`src/rla_pkg.sv`:
```
// ---------------------------------------------------------------------------
// rla_pkg
// Shared constants, types and tables of the rgb to l-alpha-beta converter.
// ---------------------------------------------------------------------------
`timescale 1ns / 1ps
`default_nettype none

package rla_pkg;

   // output format
   localparam int OUT_FRAC_BITS = 12;
   localparam int OUT_W         = 16;

   // input channels and rgb to lms matrix
   localparam int CH_W   = 8;
   localparam int NUM_CH = 3;
   localparam int COEF_W = 16;
   localparam int LMS_QF = 16;
   localparam int LMS_W  = 24;   // largest row sum times 255 stays below 2^24

   localparam logic [COEF_W-1:0] LMS_COEF [NUM_CH][NUM_CH] = '{
      '{16'd24976, 16'd37899, 16'd2635},
      '{16'd12891, 16'd47474, 16'd5125},
      '{16'd1579,  16'd8441,  16'd55339}
   };

   // black pixel: lms value of zero becomes 2.0
   localparam logic [LMS_W-1:0] LMS_FLOOR = LMS_W'(2) << LMS_QF;

   // log2 by table lookup and linear interpolation
   localparam int P_W       = $clog2(LMS_W);
   localparam int IDX_W     = 6;
   localparam int ROM_DEPTH = (1 << IDX_W) + 1;
   localparam int ROM_AW    = $clog2(ROM_DEPTH);
   localparam int ROM_W     = LMS_QF + 1;
   localparam int FRAC_W    = 16;
   localparam int E_W       = P_W + 1;
   localparam int L2_W      = E_W + LMS_QF;

   // log10(2) scaling
   localparam int                LOG10_2_FRAC = 24;
   localparam logic [LOG10_2_FRAC-2:0] LOG10_2_Q24 = 23'd5050445;
   localparam int MUL_W    = L2_W + LOG10_2_FRAC;
   localparam int LG_SHIFT = LOG10_2_FRAC + LMS_QF - OUT_FRAC_BITS;
   localparam int LG_W     = OUT_FRAC_BITS + 4;

   // decorrelation matrix, alpha row uses 2 * 26755 for the s term
   localparam logic [COEF_W-1:0] DEC_L_COEF = 16'd37837;
   localparam logic [COEF_W-1:0] DEC_A_COEF = 16'd26755;
   localparam logic [COEF_W-1:0] DEC_B_COEF = 16'd46341;
   localparam int SUM_W  = LG_W + 2;
   localparam int DEC_QF = 16;
   localparam int ACC_W  = SUM_W + COEF_W + 1;
   localparam int RND_W  = ACC_W + 1 - DEC_QF;

   // pipeline stages
   localparam int ST_LMS     = 0;
   localparam int ST_NORM    = 1;
   localparam int ST_LUT     = 2;
   localparam int ST_INTERP  = 3;
   localparam int ST_SCALE   = 4;
   localparam int ST_LOG     = 5;
   localparam int ST_SUM     = 6;
   localparam int ST_MUL     = 7;
   localparam int ST_OUT     = 8;
   localparam int NUM_STAGES = 9;

   typedef logic [NUM_STAGES-1:0]   stage_en_type;
   typedef logic [LMS_W-1:0]        lms_type;
   typedef logic signed [LG_W-1:0]  lg_type;
   typedef logic [ROM_W-1:0]        rom_type [ROM_DEPTH];

   // log2(1 + i/64) in q1.16 by repeated squaring in q1.30
   function automatic rom_type build_log2_rom();
      rom_type     rom;
      logic [63:0] x;
      logic [17:0] acc;
      for (int i = 0; i < ROM_DEPTH; i++) begin
         x   = (64'd1 << 30) + (64'(i) << (30 - IDX_W));
         acc = '0;
         for (int k = 0; k < ROM_W; k++) begin
            x   = (x * x) >> 30;
            acc = acc << 1;
            if (x >= (64'd1 << 31)) begin
               x      = x >> 1;
               acc[0] = 1'b1;
            end
         end
         rom[i] = ROM_W'((acc + 18'd1) >> 1);
      end
      return rom;
   endfunction

   localparam rom_type LOG2_ROM = build_log2_rom();

endpackage

`default_nettype wire

```
`src/rla_lms.sv`:
```
// ---------------------------------------------------------------------------
// rla_lms
// First pipeline stage: rgb to lms matrix, exact unsigned q8.16.
// ---------------------------------------------------------------------------
`timescale 1ns / 1ps
`default_nettype none

module rla_lms (
   input  wire                          clock,
   input  rla_pkg::stage_en_type        adv,
   input  wire [rla_pkg::CH_W-1:0]      red,
   input  wire [rla_pkg::CH_W-1:0]      green,
   input  wire [rla_pkg::CH_W-1:0]      blue,
   output rla_pkg::lms_type             lms [rla_pkg::NUM_CH]
);

   localparam int PAD_C = rla_pkg::LMS_W - rla_pkg::COEF_W;
   localparam int PAD_X = rla_pkg::LMS_W - rla_pkg::CH_W;

   rla_pkg::lms_type lms_in [rla_pkg::NUM_CH];
   rla_pkg::lms_type lms_ff [rla_pkg::NUM_CH];

   always_comb begin
      for (int i = 0; i < rla_pkg::NUM_CH; i++) begin
         lms_in[i] = {{PAD_C{1'b0}}, rla_pkg::LMS_COEF[i][0]} * {{PAD_X{1'b0}}, red}
                   + {{PAD_C{1'b0}}, rla_pkg::LMS_COEF[i][1]} * {{PAD_X{1'b0}}, green}
                   + {{PAD_C{1'b0}}, rla_pkg::LMS_COEF[i][2]} * {{PAD_X{1'b0}}, blue};
      end
   end

   always_ff @(posedge clock) begin
      if (adv[rla_pkg::ST_LMS]) begin
         lms_ff <= lms_in;
      end
   end

   assign lms = lms_ff;

endmodule

`default_nettype wire

```
`config.mk`:
```
export PLATFORM = sky130hd
export DESIGN_NAME = rla_lms
export DESIGN_NICKNAME = d
export VERILOG_FILES = /design/src/rla_pkg.sv /design/src/rla_lms.sv
export SDC_FILE = /design/constraint.sdc
export NUM_CORES = 1
export LEC_CHECK = 0
export BUFFER_PORTS_ARGS = -buffer_cell sky130_fd_sc_hd__buf_2
export CORE_MARGIN = 2
export CORE_UTILIZATION = 28
export CTS_CLUSTER_SIZE = 24
export DETAILED_ROUTE_END_ITERATION = 16
export GPL_TIMING_DRIVEN = 0
export PLACE_DENSITY = 0.48
export SLEW_MARGIN = 10
export SYNTH_ARGS = -nofsm -noshare
export SYNTH_HDL_FRONTEND = slang
export SYNTH_SLANG_ARGS = --single-unit
```
`constraint.sdc`:
```
create_clock -name clock -period 10.97 [get_ports clock]
set_input_delay 3.291 -clock clock [delete_from_list [all_inputs] [get_ports clock]]
set_output_delay 3.291 -clock clock [all_outputs]
set_load 0.02 [all_outputs]
```
==> run metrics <==
share of post-route cells with drive strength above 1=0.06627; dpl hpwl=42,190 um; Period Utilization, post-route=0.9562; Total Die Area=66,320 um^2; area delta synth->final=10.25%; final setup TNS=0 ps; Max-cap violations=0; crit path capture=lms[47]$_DFFE_PP_; Slew Limit Fails=0; endpoints failing setup=0; Post-Syn Instances=about 1,800; antenna violations before repair=2; Cell variety after synth=60; final hold vios=0; H-tree depth=3; worst-path fanout max=11; width of the die=257.5 um; crit path from=green[2]; cell area after synthesis=18,000 um^2; vias in the first global route=13,480; Antenna diodes=0; multi-input logic area=about 14,000 um^2; RSZ-0062 raised after global routing=false; crit path launch type=input pin; cell row count=92; Initial Utilization=0.2843; fillcell total=approximately 6,600; total CTS buffers=9; core area=63,310 um^2; Tmin final=10,490 ps; FFs w/ async S/R, synth=0; hold slack=around 3400 ps; syn nets=around 2,500; clock sink count=72; Worst EP arrival=10,610 ps; top cells by area, synth=fa_1 33%, ha_1 27%, edfxtp_1 12%, inv_1 11%, xnor2_1 2.6%; Tightest Hold Check Type=input pin to flip-flop; DRC=0; Worst path max stage delay=540 ps; Hold Crit Depth=1; fin nets=2,589; Top-Level Pins=106; Port Buffers=97; drt first pass iters=4; clock buffer depth=2; Syn Area/Cell=roughly 10 um^2; clock-pin slew on the worst setup and hold paths=approximately 60 ps; wire per inst=17.93 um; CP required=roughly 11,000 ps; Cell Area, Placed=19,570 um^2; share of the synthesized area in the top cell type=0.3281; Peak Freq=95.33 MHz; GRT overflow=0; Synth Warn #=0; worst slew pin tran=approximately 750 ps; Critical Path End Type=flip-flop; status=completed; Routed WL=48,710 um; post-synthesis sequential area ratio=0.1201; GRT Total Usage=0.1547; Largest register FFs=72; Max stage delay cell, worst path=fa_1; number of synthesized flops with an enable pin=72; Root Buffer=clkbuf_16; CTS tree=done; GP Congestion=just over 0.9; die span in y=257.5 um; Relative slew margins=0.4879; Setup CP Type=input pin to flip-flop; routed vias/inst=4.441; number of DRC markers in iteration 0=539; antenna viol nets, final=0; Synth area leader=fa_1; largest net degree at the start of global routing=between 40 and 50; register area=2162 um^2; first-pass GRT wire length=77,320 um; Via Count=12,070; #FFs+latches synth=a little over 70; Synth Flop Type=edfxtp_1; design area=19,840 um^2; Hold Startpoint=adv[0]
cells by family after synthesis:
logic type / Yosys count / synth area share
compound gates: 229 / 0.08592
simple gates: 155 / 0.04241
mux: 2 / 0.001112
flops: 72 / 0.1201
fa+ha+maj: 687 / 0.6006
buf+inv: 534 / 0.1114
xor+xnor: 79 / 0.03844
critical path: cells and delay by family:
kind | cells | cell delay (ps)
xor gates and xnor gates | 3 | 420
AOI/OAI and AO/OA | 11 | 2150
buffers and inverters | 5 | 490
adders and majority gates | 10 | 4220
cell usage in the layout (no fill, tap or decap), types with 4 or more instances in the layout:
cell	count
o31ai_1	4
o211ai_1	10
a21oi_1	67
ha_1	392
clkbuf_4	4
or2_2	4
fa_1	295
xnor2_1	53
nor3_1	19
o21bai_1	13
nor2_1	38
clkbuf_1	5
edfxtp_1	72
nand2_1	35
nand4_1	5
o21ai_0	28
a21o_1	40
nand2b_1	5
inv_1	530
nand3_1	12
and3_1	9
buf_2	92
clkbuf_16	9
a31oi_1	8
o21a_1	11
xor2_1	26
a211o_1	5
nor2b_1	15
through the flow:
step                setup WS [ps]  utilization  cells
floorplan                    1179            -   1758
detailed placement         -320.4       0.3092   2702
global placement           -241.5       0.3087   2701
finish                      480.6       0.3134   2717
CTS                         70.06       0.3130   2716
global route                27.29       0.3134   2717
per-layer routing:
layer	vias to the layer above	routed length (um)	share of wire	GRT usage
li1	5820	-	-	-
met1	6014	21310	0.44	0.1931
met2	164	23980	0.49	0.2678
met3	63	1820	0.037	0.02827
met4	4	1572	0.032	0.05315
met5	-	27	0.00055	0
cell usage after synthesis, drive strengths merged (8+ instances only):
cell type	count
inv	530
ha	392
fa	295
edfxtp	72
a21oi	69
xnor2	53
a21o	40
nor2	38
nand2	35
o21ai	30
xor2	26
nor3	20
nor2b	15
o21bai	14
nand3	12
o21a	12
o211ai	10
and3	9
a31oi	8
area by class of cell:
type	instances	share of cell area
multi-input combinational	1152	0.6975
tap	846	0.05335
timing repair buffer	99	0.02686
sequential	72	0.1090
clock buffer	11	0.01173
inverter	530	0.1003
clock inverter	3	0.0005675
buffer	4	0.0008197
worst min path at each step:
stage | endpoint | slack [ps]
2_1_floorplan | lms[0]$_DFFE_PP_ | 3400
3_3_place_gp | lms[31] | 3740
3_5_place_dp | lms[32] | 3740
4_1_cts | lms[30]$_DFFE_PP_ | 3390
5_1_grt | lms[30]$_DFFE_PP_ | 3400
6_report | lms[24]$_DFFE_PP_ | 3400
timing repair:
item | 4_1_cts | 5_1_grt
endpoints found under the setup margin | 0 | 7
hold buffers | 0 | 0
resized for setup | 0 | 10
buffers inserted | 0 | 1
Power is left out: the tool's default activity adds up to more than one toggle a clock period on the data nets, which glitch-free logic cannot reach.
