### config.mk
export PLATFORM = sky130hd
export DESIGN_NAME = rla_decor
export DESIGN_NICKNAME = d
export VERILOG_FILES = /design/src/rla_pkg.sv /design/src/rla_decor.sv
export SDC_FILE = /design/constraint.sdc
export NUM_CORES = 1
export LEC_CHECK = 0
export ABC_AREA = 1
export BUFFER_PORTS_ARGS = -buffer_cell sky130_fd_sc_hd__buf_4
export CORE_MARGIN = 2
export CORE_UTILIZATION = 45
export CTS_CLUSTER_DIAMETER = 60
export DETAILED_ROUTE_END_ITERATION = 8
export GPL_ROUTABILITY_DRIVEN = 0
export PLACE_DENSITY = 0.69
export SLEW_MARGIN = 40
export SYNTH_ARGS = -nofsm -noshare
export SYNTH_HDL_FRONTEND = slang
export SYNTH_SLANG_ARGS = --single-unit
### constraint.sdc
create_clock -name clock -period 7.32 [get_ports clock]
set_input_delay 0.732 -clock clock [delete_from_list [all_inputs] [get_ports clock]]
set_output_delay 0.732 -clock clock [all_outputs]
set_load 0.05 [all_outputs]
### src/rla_pkg.sv
// ---------------------------------------------------------------------------
// rla_pkg
// Shared constants, types and tables of the rgb to l-alpha-beta converter.
// ---------------------------------------------------------------------------
`timescale 1ns / 1ps
`default_nettype none

package rla_pkg;

   // output format
   localparam int OUT_FRAC_BITS = 12;
   localparam int OUT_W         = 16;

   // input channels and rgb to lms matrix
   localparam int CH_W   = 8;
   localparam int NUM_CH = 3;
   localparam int COEF_W = 16;
   localparam int LMS_QF = 16;
   localparam int LMS_W  = 24;   // largest row sum times 255 stays below 2^24

   localparam logic [COEF_W-1:0] LMS_COEF [NUM_CH][NUM_CH] = '{
      '{16'd24976, 16'd37899, 16'd2635},
      '{16'd12891, 16'd47474, 16'd5125},
      '{16'd1579,  16'd8441,  16'd55339}
   };

   // black pixel: lms value of zero becomes 2.0
   localparam logic [LMS_W-1:0] LMS_FLOOR = LMS_W'(2) << LMS_QF;

   // log2 by table lookup and linear interpolation
   localparam int P_W       = $clog2(LMS_W);
   localparam int IDX_W     = 6;
   localparam int ROM_DEPTH = (1 << IDX_W) + 1;
   localparam int ROM_AW    = $clog2(ROM_DEPTH);
   localparam int ROM_W     = LMS_QF + 1;
   localparam int FRAC_W    = 16;
   localparam int E_W       = P_W + 1;
   localparam int L2_W      = E_W + LMS_QF;

   // log10(2) scaling
   localparam int                LOG10_2_FRAC = 24;
   localparam logic [LOG10_2_FRAC-2:0] LOG10_2_Q24 = 23'd5050445;
   localparam int MUL_W    = L2_W + LOG10_2_FRAC;
   localparam int LG_SHIFT = LOG10_2_FRAC + LMS_QF - OUT_FRAC_BITS;
   localparam int LG_W     = OUT_FRAC_BITS + 4;

   // decorrelation matrix, alpha row uses 2 * 26755 for the s term
   localparam logic [COEF_W-1:0] DEC_L_COEF = 16'd37837;
   localparam logic [COEF_W-1:0] DEC_A_COEF = 16'd26755;
   localparam logic [COEF_W-1:0] DEC_B_COEF = 16'd46341;
   localparam int SUM_W  = LG_W + 2;
   localparam int DEC_QF = 16;
   localparam int ACC_W  = SUM_W + COEF_W + 1;
   localparam int RND_W  = ACC_W + 1 - DEC_QF;

   // pipeline stages
   localparam int ST_LMS     = 0;
   localparam int ST_NORM    = 1;
   localparam int ST_LUT     = 2;
   localparam int ST_INTERP  = 3;
   localparam int ST_SCALE   = 4;
   localparam int ST_LOG     = 5;
   localparam int ST_SUM     = 6;
   localparam int ST_MUL     = 7;
   localparam int ST_OUT     = 8;
   localparam int NUM_STAGES = 9;

   typedef logic [NUM_STAGES-1:0]   stage_en_type;
   typedef logic [LMS_W-1:0]        lms_type;
   typedef logic signed [LG_W-1:0]  lg_type;
   typedef logic [ROM_W-1:0]        rom_type [ROM_DEPTH];

   // log2(1 + i/64) in q1.16 by repeated squaring in q1.30
   function automatic rom_type build_log2_rom();
      rom_type     rom;
      logic [63:0] x;
      logic [17:0] acc;
      for (int i = 0; i < ROM_DEPTH; i++) begin
         x   = (64'd1 << 30) + (64'(i) << (30 - IDX_W));
         acc = '0;
         for (int k = 0; k < ROM_W; k++) begin
            x   = (x * x) >> 30;
            acc = acc << 1;
            if (x >= (64'd1 << 31)) begin
               x      = x >> 1;
               acc[0] = 1'b1;
            end
         end
         rom[i] = ROM_W'((acc + 18'd1) >> 1);
      end
      return rom;
   endfunction

   localparam rom_type LOG2_ROM = build_log2_rom();

endpackage

`default_nettype wire

### src/rla_decor.sv
// ---------------------------------------------------------------------------
// rla_decor
// Three-stage decorrelation of the log values into l, alpha and beta:
// sums, constant products, rounding with saturation.
// ---------------------------------------------------------------------------
`timescale 1ns / 1ps
`default_nettype none

module rla_decor (
   input  wire                                 clock,
   input  rla_pkg::stage_en_type               adv,
   input  rla_pkg::lg_type                     lg [rla_pkg::NUM_CH],
   output logic signed [rla_pkg::OUT_W-1:0]    lum,
   output logic signed [rla_pkg::OUT_W-1:0]    alpha,
   output logic signed [rla_pkg::OUT_W-1:0]    beta
);

   localparam logic signed [rla_pkg::COEF_W:0] K_L = {1'b0, rla_pkg::DEC_L_COEF};
   localparam logic signed [rla_pkg::COEF_W:0] K_A = {1'b0, rla_pkg::DEC_A_COEF};
   localparam logic signed [rla_pkg::COEF_W:0] K_B = {1'b0, rla_pkg::DEC_B_COEF};
   localparam logic [rla_pkg::ACC_W:0] HALF =
      (rla_pkg::ACC_W + 1)'(1) << (rla_pkg::DEC_QF - 1);
   localparam logic [rla_pkg::ACC_W:0] HALF_M1 = HALF - (rla_pkg::ACC_W + 1)'(1);
   localparam logic signed [rla_pkg::RND_W-1:0] SAT_MAX =
      rla_pkg::RND_W'(2 ** (rla_pkg::OUT_W - 1) - 1);
   localparam logic signed [rla_pkg::RND_W-1:0] SAT_MIN =
      rla_pkg::RND_W'(-(2 ** (rla_pkg::OUT_W - 1)));

   logic signed [rla_pkg::SUM_W-1:0] e0, e1, e2;
   logic signed [rla_pkg::SUM_W-1:0] sum_in [rla_pkg::NUM_CH];
   logic signed [rla_pkg::SUM_W-1:0] sum_ff [rla_pkg::NUM_CH];
   logic signed [rla_pkg::ACC_W-1:0] acc_in [rla_pkg::NUM_CH];
   logic signed [rla_pkg::ACC_W-1:0] acc_ff [rla_pkg::NUM_CH];
   logic [rla_pkg::ACC_W:0]          rs     [rla_pkg::NUM_CH];
   logic signed [rla_pkg::RND_W-1:0] rnd    [rla_pkg::NUM_CH];
   logic [rla_pkg::OUT_W-1:0]        out_in [rla_pkg::NUM_CH];
   logic [rla_pkg::OUT_W-1:0]        out_ff [rla_pkg::NUM_CH];

   always_comb begin
      e0 = rla_pkg::SUM_W'(lg[0]);
      e1 = rla_pkg::SUM_W'(lg[1]);
      e2 = rla_pkg::SUM_W'(lg[2]);
      sum_in[0] = e0 + e1 + e2;
      sum_in[1] = e0 + e1 - (e2 <<< 1);
      sum_in[2] = e0 - e1;
   end

   always_comb begin
      acc_in[0] = rla_pkg::ACC_W'(sum_ff[0]) * rla_pkg::ACC_W'(K_L);
      acc_in[1] = rla_pkg::ACC_W'(sum_ff[1]) * rla_pkg::ACC_W'(K_A);
      acc_in[2] = rla_pkg::ACC_W'(sum_ff[2]) * rla_pkg::ACC_W'(K_B);
   end

   // round half away from zero, then clamp to 16 bits
   always_comb begin
      for (int i = 0; i < rla_pkg::NUM_CH; i++) begin
         rs[i]  = {acc_ff[i][rla_pkg::ACC_W-1], acc_ff[i]}
                + (acc_ff[i][rla_pkg::ACC_W-1] ? HALF_M1 : HALF);
         rnd[i] = $signed(rs[i][rla_pkg::ACC_W:rla_pkg::DEC_QF]);
         if (rnd[i] > SAT_MAX) begin
            out_in[i] = SAT_MAX[rla_pkg::OUT_W-1:0];
         end else if (rnd[i] < SAT_MIN) begin
            out_in[i] = SAT_MIN[rla_pkg::OUT_W-1:0];
         end else begin
            out_in[i] = rnd[i][rla_pkg::OUT_W-1:0];
         end
      end
   end

   always_ff @(posedge clock) begin
      if (adv[rla_pkg::ST_SUM]) begin
         sum_ff <= sum_in;
      end
      if (adv[rla_pkg::ST_MUL]) begin
         acc_ff <= acc_in;
      end
      if (adv[rla_pkg::ST_OUT]) begin
         out_ff <= out_in;
      end
   end

   assign lum   = $signed(out_ff[0]);
   assign alpha = $signed(out_ff[1]);
   assign beta  = $signed(out_ff[2]);

endmodule

`default_nettype wire
==> impl_metrics.toml <==
[drt]
wl_um = 60700
viasPerCell = 4.98
drt_iter0_drc = 1183
avgRoutedWirePerCell_um = 13.8
drtPass1Iterations = 5
drtAntennaViolNets = 0
vias = 21907
post-route-drc-count = 0

[clock_network]
clk_path_buf_depth = 3
hold_buffers = 0
clock-sinks = 202
clk_pin_slew_worst_paths_ps = 60
insertion_delay_ps = 550
root_buffer = "clkbuf_16"
htree_levels = 1
numCtsBuffers = 26
post_cts_buffers = 0
cts_resized = 0
cts_tree = "yes"

[floorplan]
die_w_um = 258
fp.dieArea_um2 = 66400
initial_core_util_pct = 45.7
ios = 106
die_h_um = 258
core_area_um2 = 63300
fp-row-count = 92

[setup_path]
worstPathRequired_ps = 7610
critPathMaxFanout = 7
worst_ep_arrival_time_ps = 5970
r2r_setup_slack_ps = 1640
r2r_start = "sum_ff[43]"
startpoint_type = "register"
worstReg2RegEnd = "acc_ff[97]"
rr_worst_depth = 20
path_class = "register to register"
cp-end-kind = "register"

[synth]
synth-compound-area-share_pct = 8.89
ys_ff_latch = 202
yosysUniqueCellTypes = 58
avgSynthCellArea_um2 = 8.47
synth_top_family_by_area = "adder cells"
synth-xor-area-share_pct = 6.41
synthFlopType = "edfxtp_1"
synth-edff-count = 202
yosys.area_share.adder_pct = 38.2
async_reset_ff_share_pct = 0
netlist_instances = 3418
ys_warn_count = 0
synth_nets = 4211
yosysSeqAreaShare_pct = 21.0
syn_area_um2 = 29000
yosys-mux-area-fraction_pct = 0.0389
synth-simple-area-share_pct = 15.7

[run]
cap_violations = 0

[min_path]
worstHoldPathType = "input port to register"
min_path_cells = 2
min_to = "sum_ff[36]"
min-delay-start = "lg[0]"

[timing]
fin_crit_ps = 5680
rsz0062_at_grt = "false"
post-route-period-util_pct = 77.5
slew_headroom_pct = 53.2
worst_pin_slew_ps = 702
clock_skew_ps = 11.4
clock.fmax_ghz = 0.176
hold_ws_ps = 500
slew_violations = 0
hold_viol_final = 0
setup_viol = 0
setup-tns-final_ps = 0

[cells_and_area]
mostFrequentLayoutCell = "inv_1"
drive_gt1_share_pct = 5.75
layout_common_cells = "inv_1 (718), nand2_1 (610), ha_1 (489), fa_1 (246), nor2_1 (239)"
areaGrowthSynthToFinish_pct = 8.94
diodes = 0
finalNetCount = 4324

[placement]
post-dp-hpwl_um = 52400
io_buffers = 99

[global_route]
grt_usage_pct = 18.6
grt_pass1_vias = 21632
grt_overflow_total = 0
grt_start_max_net_pins = 79
grt_pass1_wl_um = 103000
antenna_found_initial = 2

[run_status]
run_status = "finished, final reports clean"
## synth_stat cells, drive strengths merged, types with 31 or more instances
master,instances,area share [%]
nor2,242,3.2
nand4,37,0.80
ha,489,21
edfxtp,202,21
o21ai,118,2.1
nand2,628,8.3
a21o,31,0.80
xnor2,70,2.1
inv,722,9.4
nand3,96,1.7
xor2,142,4.3
fa,246,17
nor3,37,0.78
a21oi,221,3.9
## logic make-up after synthesis
logic type	after synthesis
simple gates	1075
fa+ha+maj	737
xor+xnor	212
flops	202
compound gates	450
buf+inv	741
mux	1
## metal layers
layer,vias up,part of all wire (%),GRT usage (%)
li1,11256,-,-
met1,10191,50,26.9
met2,388,44,30.0
met3,68,4.3,1.98
met4,4,1.6,3.85
met5,-,0.043,0
## worst max-delay path by stage
stage               startpoint          to  slack [ps]  cells after the start
floorplan           sum_ff[16]  acc_ff[31]        1900                     17
global placement    sum_ff[43]  acc_ff[97]        1660                     20
detailed placement  sum_ff[43]  acc_ff[97]        1650                     20
CTS                 sum_ff[13]  acc_ff[26]        1630                     17
global route        sum_ff[43]  acc_ff[97]        1380                     20
finish              sum_ff[43]  acc_ff[97]        1640                     20
## critical path: stages (launching register included)
cell and delay, ps:
edfxtp_1 560, ha_1 450, xnor2_1 290, inv_1 80, ha_1 280, inv_1 50, fa_1 490, inv_1 50
fa_1 460, fa_1 540, inv_1 50, fa_1 560, inv_1 50, ha_1 380, a21oi_1 210, nand2_1 70
a21oi_1 320, o21ai_0 200, nand2_1 90, nand2_1 60, xor2_1 160
## stage by stage
step / setup WS (ps) / cells / utilization, % / cell area (um2)
after floorplan: 1900 / 3418 / - / 29000
after global placement: 1660 / 4349 / 48.4 / 30700
after detailed placement: 1650 / 4349 / 48.5 / 30700
after CTS: 1630 / 4396 / 49.8 / 31500
after global routing: 1380 / 4396 / 49.8 / 31500
final: 1640 / 4396 / 49.8 / 31500
## sequential cells by signal, summed over array words and instances (netlist names)
signal	count
lum	16
beta	16
alpha	16
sum_ff	52
acc_ff	102
## final cells by class
class,count,area [um2]
multi-input combinational,2475,20100
tap,846,1060
inverter,723,2710
fill,6034,31800
clock buffer,30,687
sequential,202,6070
timing repair buffer,103,777
clock inverter,17,179
Power is left out: the tool's default activity adds up to more than one toggle a clock period on the data nets, which glitch-free logic cannot reach.
