<file path="config.mk">
export PLATFORM = sky130hd
export DESIGN_NAME = rla_log10
export DESIGN_NICKNAME = d
export VERILOG_FILES = /design/src/rla_pkg.sv /design/src/rla_log10.sv
export SDC_FILE = /design/constraint.sdc
export NUM_CORES = 1
export LEC_CHECK = 0
export BUFFER_PORTS_ARGS = -buffer_cell sky130_fd_sc_hd__buf_2
export CAP_MARGIN = 20
export CELL_PAD_IN_SITES_DETAIL_PLACEMENT = 1
export CELL_PAD_IN_SITES_GLOBAL_PLACEMENT = 1
export CORE_MARGIN = 3
export CORE_UTILIZATION = 35
export DETAILED_ROUTE_END_ITERATION = 16
export GPL_TIMING_DRIVEN = 0
export PLACE_DENSITY = 0.67
export SETUP_SLACK_MARGIN = 0.02
export SKIP_CTS_REPAIR_TIMING = 1
export SLEW_MARGIN = 30
export SYNTH_ARGS = -nofsm -noshare
export SYNTH_HDL_FRONTEND = slang
export SYNTH_SLANG_ARGS = --single-unit
</file>
<file path="constraint.sdc">
create_clock -name clock -period 10.3 [get_ports clock]
set_clock_uncertainty 0.1 [all_clocks]
set_input_delay 0.515 -clock clock [delete_from_list [all_inputs] [get_ports clock]]
set_output_delay 0.515 -clock clock [all_outputs]
set_load 0.01 [all_outputs]
</file>
<file path="src/rla_pkg.sv">
// ---------------------------------------------------------------------------
// rla_pkg
// Shared constants, types and tables of the rgb to l-alpha-beta converter.
// ---------------------------------------------------------------------------
`timescale 1ns / 1ps
`default_nettype none

package rla_pkg;

   // output format
   localparam int OUT_FRAC_BITS = 12;
   localparam int OUT_W         = 16;

   // input channels and rgb to lms matrix
   localparam int CH_W   = 8;
   localparam int NUM_CH = 3;
   localparam int COEF_W = 16;
   localparam int LMS_QF = 16;
   localparam int LMS_W  = 24;   // largest row sum times 255 stays below 2^24

   localparam logic [COEF_W-1:0] LMS_COEF [NUM_CH][NUM_CH] = '{
      '{16'd24976, 16'd37899, 16'd2635},
      '{16'd12891, 16'd47474, 16'd5125},
      '{16'd1579,  16'd8441,  16'd55339}
   };

   // black pixel: lms value of zero becomes 2.0
   localparam logic [LMS_W-1:0] LMS_FLOOR = LMS_W'(2) << LMS_QF;

   // log2 by table lookup and linear interpolation
   localparam int P_W       = $clog2(LMS_W);
   localparam int IDX_W     = 6;
   localparam int ROM_DEPTH = (1 << IDX_W) + 1;
   localparam int ROM_AW    = $clog2(ROM_DEPTH);
   localparam int ROM_W     = LMS_QF + 1;
   localparam int FRAC_W    = 16;
   localparam int E_W       = P_W + 1;
   localparam int L2_W      = E_W + LMS_QF;

   // log10(2) scaling
   localparam int                LOG10_2_FRAC = 24;
   localparam logic [LOG10_2_FRAC-2:0] LOG10_2_Q24 = 23'd5050445;
   localparam int MUL_W    = L2_W + LOG10_2_FRAC;
   localparam int LG_SHIFT = LOG10_2_FRAC + LMS_QF - OUT_FRAC_BITS;
   localparam int LG_W     = OUT_FRAC_BITS + 4;

   // decorrelation matrix, alpha row uses 2 * 26755 for the s term
   localparam logic [COEF_W-1:0] DEC_L_COEF = 16'd37837;
   localparam logic [COEF_W-1:0] DEC_A_COEF = 16'd26755;
   localparam logic [COEF_W-1:0] DEC_B_COEF = 16'd46341;
   localparam int SUM_W  = LG_W + 2;
   localparam int DEC_QF = 16;
   localparam int ACC_W  = SUM_W + COEF_W + 1;
   localparam int RND_W  = ACC_W + 1 - DEC_QF;

   // pipeline stages
   localparam int ST_LMS     = 0;
   localparam int ST_NORM    = 1;
   localparam int ST_LUT     = 2;
   localparam int ST_INTERP  = 3;
   localparam int ST_SCALE   = 4;
   localparam int ST_LOG     = 5;
   localparam int ST_SUM     = 6;
   localparam int ST_MUL     = 7;
   localparam int ST_OUT     = 8;
   localparam int NUM_STAGES = 9;

   typedef logic [NUM_STAGES-1:0]   stage_en_type;
   typedef logic [LMS_W-1:0]        lms_type;
   typedef logic signed [LG_W-1:0]  lg_type;
   typedef logic [ROM_W-1:0]        rom_type [ROM_DEPTH];

   // log2(1 + i/64) in q1.16 by repeated squaring in q1.30
   function automatic rom_type build_log2_rom();
      rom_type     rom;
      logic [63:0] x;
      logic [17:0] acc;
      for (int i = 0; i < ROM_DEPTH; i++) begin
         x   = (64'd1 << 30) + (64'(i) << (30 - IDX_W));
         acc = '0;
         for (int k = 0; k < ROM_W; k++) begin
            x   = (x * x) >> 30;
            acc = acc << 1;
            if (x >= (64'd1 << 31)) begin
               x      = x >> 1;
               acc[0] = 1'b1;
            end
         end
         rom[i] = ROM_W'((acc + 18'd1) >> 1);
      end
      return rom;
   endfunction

   localparam rom_type LOG2_ROM = build_log2_rom();

endpackage

`default_nettype wire

</file>
<file path="src/rla_log10.sv">
// ---------------------------------------------------------------------------
// rla_log10
// Five-stage log10 of one lms value: normalize, table, interpolate, scale,
// round.
// ---------------------------------------------------------------------------
`timescale 1ns / 1ps
`default_nettype none

module rla_log10 (
   input  wire                    clock,
   input  rla_pkg::stage_en_type  adv,
   input  rla_pkg::lms_type       lms,
   output rla_pkg::lg_type        lg
);

   localparam logic signed [rla_pkg::LOG10_2_FRAC-1:0] LOG_K = {1'b0, rla_pkg::LOG10_2_Q24};
   localparam logic [rla_pkg::MUL_W:0] LG_HALF =
      (rla_pkg::MUL_W + 1)'(1) << (rla_pkg::LG_SHIFT - 1);
   localparam logic [rla_pkg::MUL_W:0] LG_HALF_M1 = LG_HALF - (rla_pkg::MUL_W + 1)'(1);
   localparam int PROD_W = rla_pkg::ROM_W + rla_pkg::FRAC_W;

   // normalize stage
   rla_pkg::lms_type           v_sel;
   logic [rla_pkg::P_W-1:0]    p_in;
   rla_pkg::lms_type           v_ff;
   logic [rla_pkg::P_W-1:0]    p_ff;

   // table stage
   rla_pkg::lms_type              mant;
   logic [rla_pkg::IDX_W-1:0]     idx;
   logic [rla_pkg::ROM_AW-1:0]    addr0;
   logic [rla_pkg::ROM_AW-1:0]    addr1;
   logic [rla_pkg::ROM_W-1:0]     t0;
   logic [rla_pkg::ROM_W-1:0]     t1;
   logic [rla_pkg::ROM_W-1:0]     t0_ff;
   logic [rla_pkg::ROM_W-1:0]     dt_ff;
   logic [rla_pkg::FRAC_W-1:0]    w_ff;
   logic [rla_pkg::P_W-1:0]       pl_ff;

   // interpolation stage
   logic [PROD_W-1:0]             prod;
   logic [rla_pkg::ROM_W-1:0]     fl;
   logic [rla_pkg::E_W-1:0]       expo;
   logic [rla_pkg::L2_W-1:0]      l2_in;
   logic [rla_pkg::L2_W-1:0]      l2_ff;

   // scale and round stages
   logic signed [rla_pkg::MUL_W-1:0] mul_in;
   logic signed [rla_pkg::MUL_W-1:0] mul_ff;
   logic [rla_pkg::MUL_W:0]          rnd;
   rla_pkg::lg_type                  lg_ff;

   // leading one search, black pixel floor
   always_comb begin
      v_sel = (lms == '0) ? rla_pkg::LMS_FLOOR : lms;
      p_in  = '0;
      for (int b = 0; b < rla_pkg::LMS_W; b++) begin
         if (v_sel[b]) begin
            p_in = rla_pkg::P_W'(b);
         end
      end
   end

   // shift top one to the msb, split into table index and weight
   always_comb begin
      mant  = v_ff << (rla_pkg::P_W'(rla_pkg::LMS_W - 1) - p_ff);
      idx   = mant[rla_pkg::LMS_W-2 -: rla_pkg::IDX_W];
      addr0 = {1'b0, idx};
      addr1 = addr0 + rla_pkg::ROM_AW'(1);
      t0    = rla_pkg::LOG2_ROM[addr0];
      t1    = rla_pkg::LOG2_ROM[addr1];
   end

   // fraction plus exponent, q.16
   always_comb begin
      prod  = PROD_W'(dt_ff) * PROD_W'(w_ff);
      fl    = t0_ff + prod[PROD_W-1:rla_pkg::FRAC_W];
      expo  = {1'b0, pl_ff} - rla_pkg::E_W'(rla_pkg::LMS_QF);
      l2_in = {expo, {rla_pkg::LMS_QF{1'b0}}} + rla_pkg::L2_W'(fl);
   end

   assign mul_in = rla_pkg::MUL_W'($signed(l2_ff)) * rla_pkg::MUL_W'(LOG_K);

   // round half away from zero
   assign rnd = {mul_ff[rla_pkg::MUL_W-1], mul_ff}
              + (mul_ff[rla_pkg::MUL_W-1] ? LG_HALF_M1 : LG_HALF);

   always_ff @(posedge clock) begin
      if (adv[rla_pkg::ST_NORM]) begin
         v_ff <= v_sel;
         p_ff <= p_in;
      end
      if (adv[rla_pkg::ST_LUT]) begin
         t0_ff <= t0;
         dt_ff <= t1 - t0;
         w_ff  <= mant[rla_pkg::LMS_W-2-rla_pkg::IDX_W -: rla_pkg::FRAC_W];
         pl_ff <= p_ff;
      end
      if (adv[rla_pkg::ST_INTERP]) begin
         l2_ff <= l2_in;
      end
      if (adv[rla_pkg::ST_SCALE]) begin
         mul_ff <= mul_in;
      end
      if (adv[rla_pkg::ST_LOG]) begin
         lg_ff <= $signed(rnd[rla_pkg::LG_SHIFT +: rla_pkg::LG_W]);
      end
   end

   assign lg = lg_ff;

endmodule

`default_nettype wire

</file>
==> flow_summary.ini <==
[finish]
area_growth_pct = 8.86
multi_input_area_sq_um = 20100
diodes = 0
nFillCells = 9082
nNetsFinal = 3778
fin_area_sq_um = 29900
register_area_sq_um = 4950
drive_above_1_share = 0.0710

[placement]
port_buffers = 45
hpwl_mm = 69.5
place_area_sq_um = 29100
place_congestion = 0.943

[synthesis]
synth_area_per_cell_sq_um = 9.38
async_reset_ff_frac = 0
syn_area_sq_um = 27500
synth_compound_area_frac = 0.121
synth_edf_count = 165
muxShareOfSynthArea = 0.0258
postSynthCellCount = 2930
dominantRegCellSynth = edfxtp_1
synth_seq_cells = 165
synth_cell_types = 87
synth.yosys.seq_area_share = 0.180
yosys.area_share.simple = 0.127
synth_top_family_by_area = adder cells
yosys_warnings = 0
syn-num-nets = 3691
synthXorXnorAreaFrac = 0.0365
synth_fa_ha_area_frac = 0.418

[cts]
cts_buffers = 17
clk_latency_ps = 470
cts_buffer_depth = 2
clkSinkCount = 165
clk_pin_slew_ps = 70
clockRootBuffer = clkbuf_16
cts_tree = built
h-tree-depth = 4

[worst_setup_path]
critPathSlowestCell = edfxtp_1
cp-start-kind = flop
r2r_slack_ps = 460
crit_type = reg -> reg
cp_data_arrival_time_ps = 9950
rr_endpoint = l2_ff[20]$_DFFE_PP_
crit_fanout = 10
r2r_start = dt_ff[1]$_DFFE_PP_
path_common_cell = fa_1
worst_setup_path_end_kind = flop
ff2ff_path_depth = 35
required_ps = 10420
max_stage_delay_ps = 550

[die]
dieWidth_um = 286
dieHeight_um = 286
coreArea_sq_um = 77600
initial_utilization = 0.354
core.rowCount = 102
io_pins = 50
die-area_sq_um = 82000

[sta]
setup_violations = 0
layout_min_cycle_time_ps = 9840
slew-limit-headroom = 0.301
fin_crit_sh = 0.955
drv_slew = 0
hold_violations = 0
max_freq_mhz = 102
hold_slack_ps = 221
worst_pin_slew_ps = 1050

[grt]
overflow = 0
grt_pass1_vias = 23600
gr-usage-all-layers = 0.213
grt_first_pass_wirelength_mm = 136
grt_max_degree = 55
grt_antenna_before_repair = 0

[drt]
drtPass1Iterations = 5
num_vias = 21600
vias_per_cell = 5.30
routed_wl_mm = 85.6
wl_per_cell_um = 21.0
dr.first_iter.drc_count = 1289
drc = 0
drtAntennaViolNets = 0

[hold_path]
worstHoldStart = lms[0]
holdPathEnd = v_ff[0]$_SDFFCE_PP0P_
min_path_cells = 2
holdCritPathClass = in -> reg

[run_status]
status = finished, final reports clean

[run]
max_cap_viol_count = 0
-- cell type report --
cell class                      instances  area share
Buffer                                136      0.0226
Clock buffer                           17      0.0142
Clock inverter                         15     0.00493
Inverter                              505      0.0633
Multi-Input combinational cell       2120       0.671
Sequential cell                       165       0.166
Tap cell                             1040      0.0435
Timing Repair Buffer                   72      0.0149
-- synth_stat cells, types with 17 or more instances --
cell,n,area [sq um]
a211oi_1,34,255
a21o_1,30,225
a21oi_1,155,776
a31oi_1,26,163
and2_1,133,832
buf_2,21,105
clkbuf_1,102,383
edfxtp_1,165,4950
fa_1,319,6390
ha_1,408,5100
inv_1,503,1890
mux2i_1,17,170
mux4_2,19,428
nand2_1,263,987
nand2b_1,17,106
nand3_1,33,165
nor2_1,137,514
nor2b_1,24,150
nor3_1,52,260
o211ai_1,22,165
o21a_1,19,143
o21ai_0,84,420
o21bai_1,17,128
xnor2_1,84,736
xor2_1,25,219
-- sequential cells by signal, summed over array words and instances (netlist names) --
signal,flops
dt_ff,17
l2_ff,22
lg,16
mul_ff,45
p_ff,5
pl_ff,5
t0_ff,16
v_ff,23
w_ff,16
-- cell families (layout without fill, tap and decap cells) --
logic type,count (synthesis),in the layout
AO/OA/AOI/OAI,506,506
XOR/XNOR,112,112
adder cells (fa/ha/maj),727,727
buffers and inverters,645,745
flip-flops,165,165
multiplexers,46,46
AND/OR/NAND/NOR,729,729
-- per-stage QoR --
stage               utilization  instances  setup WS [ps]  TNS [ps]
floorplan                     -       2930           1080         0
global placement          0.374       4015          -1150     -5710
detailed placement        0.375       4017           -864     -3960
CTS                       0.382       4049           -938     -4410
global route              0.386       4070          -76.5     -76.5
finish                    0.386       4070            462         0
-- how the worst max path moves through the flow --
stage	startpoint	endpoint	slack [ps]	cells past startpoint
finish	dt_ff[1]$_DFFE_PP_	l2_ff[20]$_DFFE_PP_	460	35
CTS	dt_ff[11]$_DFFE_PP_	l2_ff[20]$_DFFE_PP_	-940	37
floorplan	w_ff[1]$_SDFFCE_PN0P_	l2_ff[20]$_DFFE_PP_	1080	36
global placement	dt_ff[11]$_DFFE_PP_	l2_ff[20]$_DFFE_PP_	-1150	36
detailed placement	dt_ff[11]$_DFFE_PP_	l2_ff[20]$_DFFE_PP_	-860	37
global route	w_ff[3]$_SDFFCE_PN0P_	l2_ff[20]$_DFFE_PP_	-80	37
-- critical path, delay by kind of cell (launching register included) --
family                     cells  cell delay [ps]
AOI/OAI and AO/OA             14             2700
xor gates and xnor gates       4              640
adders and majority gates     10             4010
buffers and inverters          3              750
DFF                            1              550
and+or+nand+nor                4              830
-- metal layers --
metal / track usage / routed length, um
met1: 0.275 / 37400
met2: 0.372 / 42300
met3: 0.0294 / 3600
met4: 0.0612 / 2360
met5: 0 / 0
-- cell usage in the layout, fill, tap and decap left out, types with 9 or more instances in the layout --
cell	instances
a211o_1	11
a211oi_1	32
a21o_1	30
a21oi_1	155
a311oi_1	10
a31oi_1	26
and2_1	133
and3_1	15
buf_2	65
buf_4	30
buf_6	11
clkbuf_1	75
clkbuf_16	17
clkbuf_2	12
edfxtp_1	165
fa_1	319
ha_1	408
inv_1	503
mux2_2	9
mux2i_1	17
mux4_2	19
nand2_1	263
nand2b_1	17
nand3_1	33
nand4_1	15
nor2_1	137
nor2b_1	24
nor3_1	52
o211ai_1	22
o21a_1	19
o21ai_0	84
o21bai_1	17
o22ai_1	15
or2_2	9
xnor2_1	84
xor2_1	25
Power is left out: the tool's default activity adds up to more than one toggle a clock period on the data nets, which glitch-free logic cannot reach.
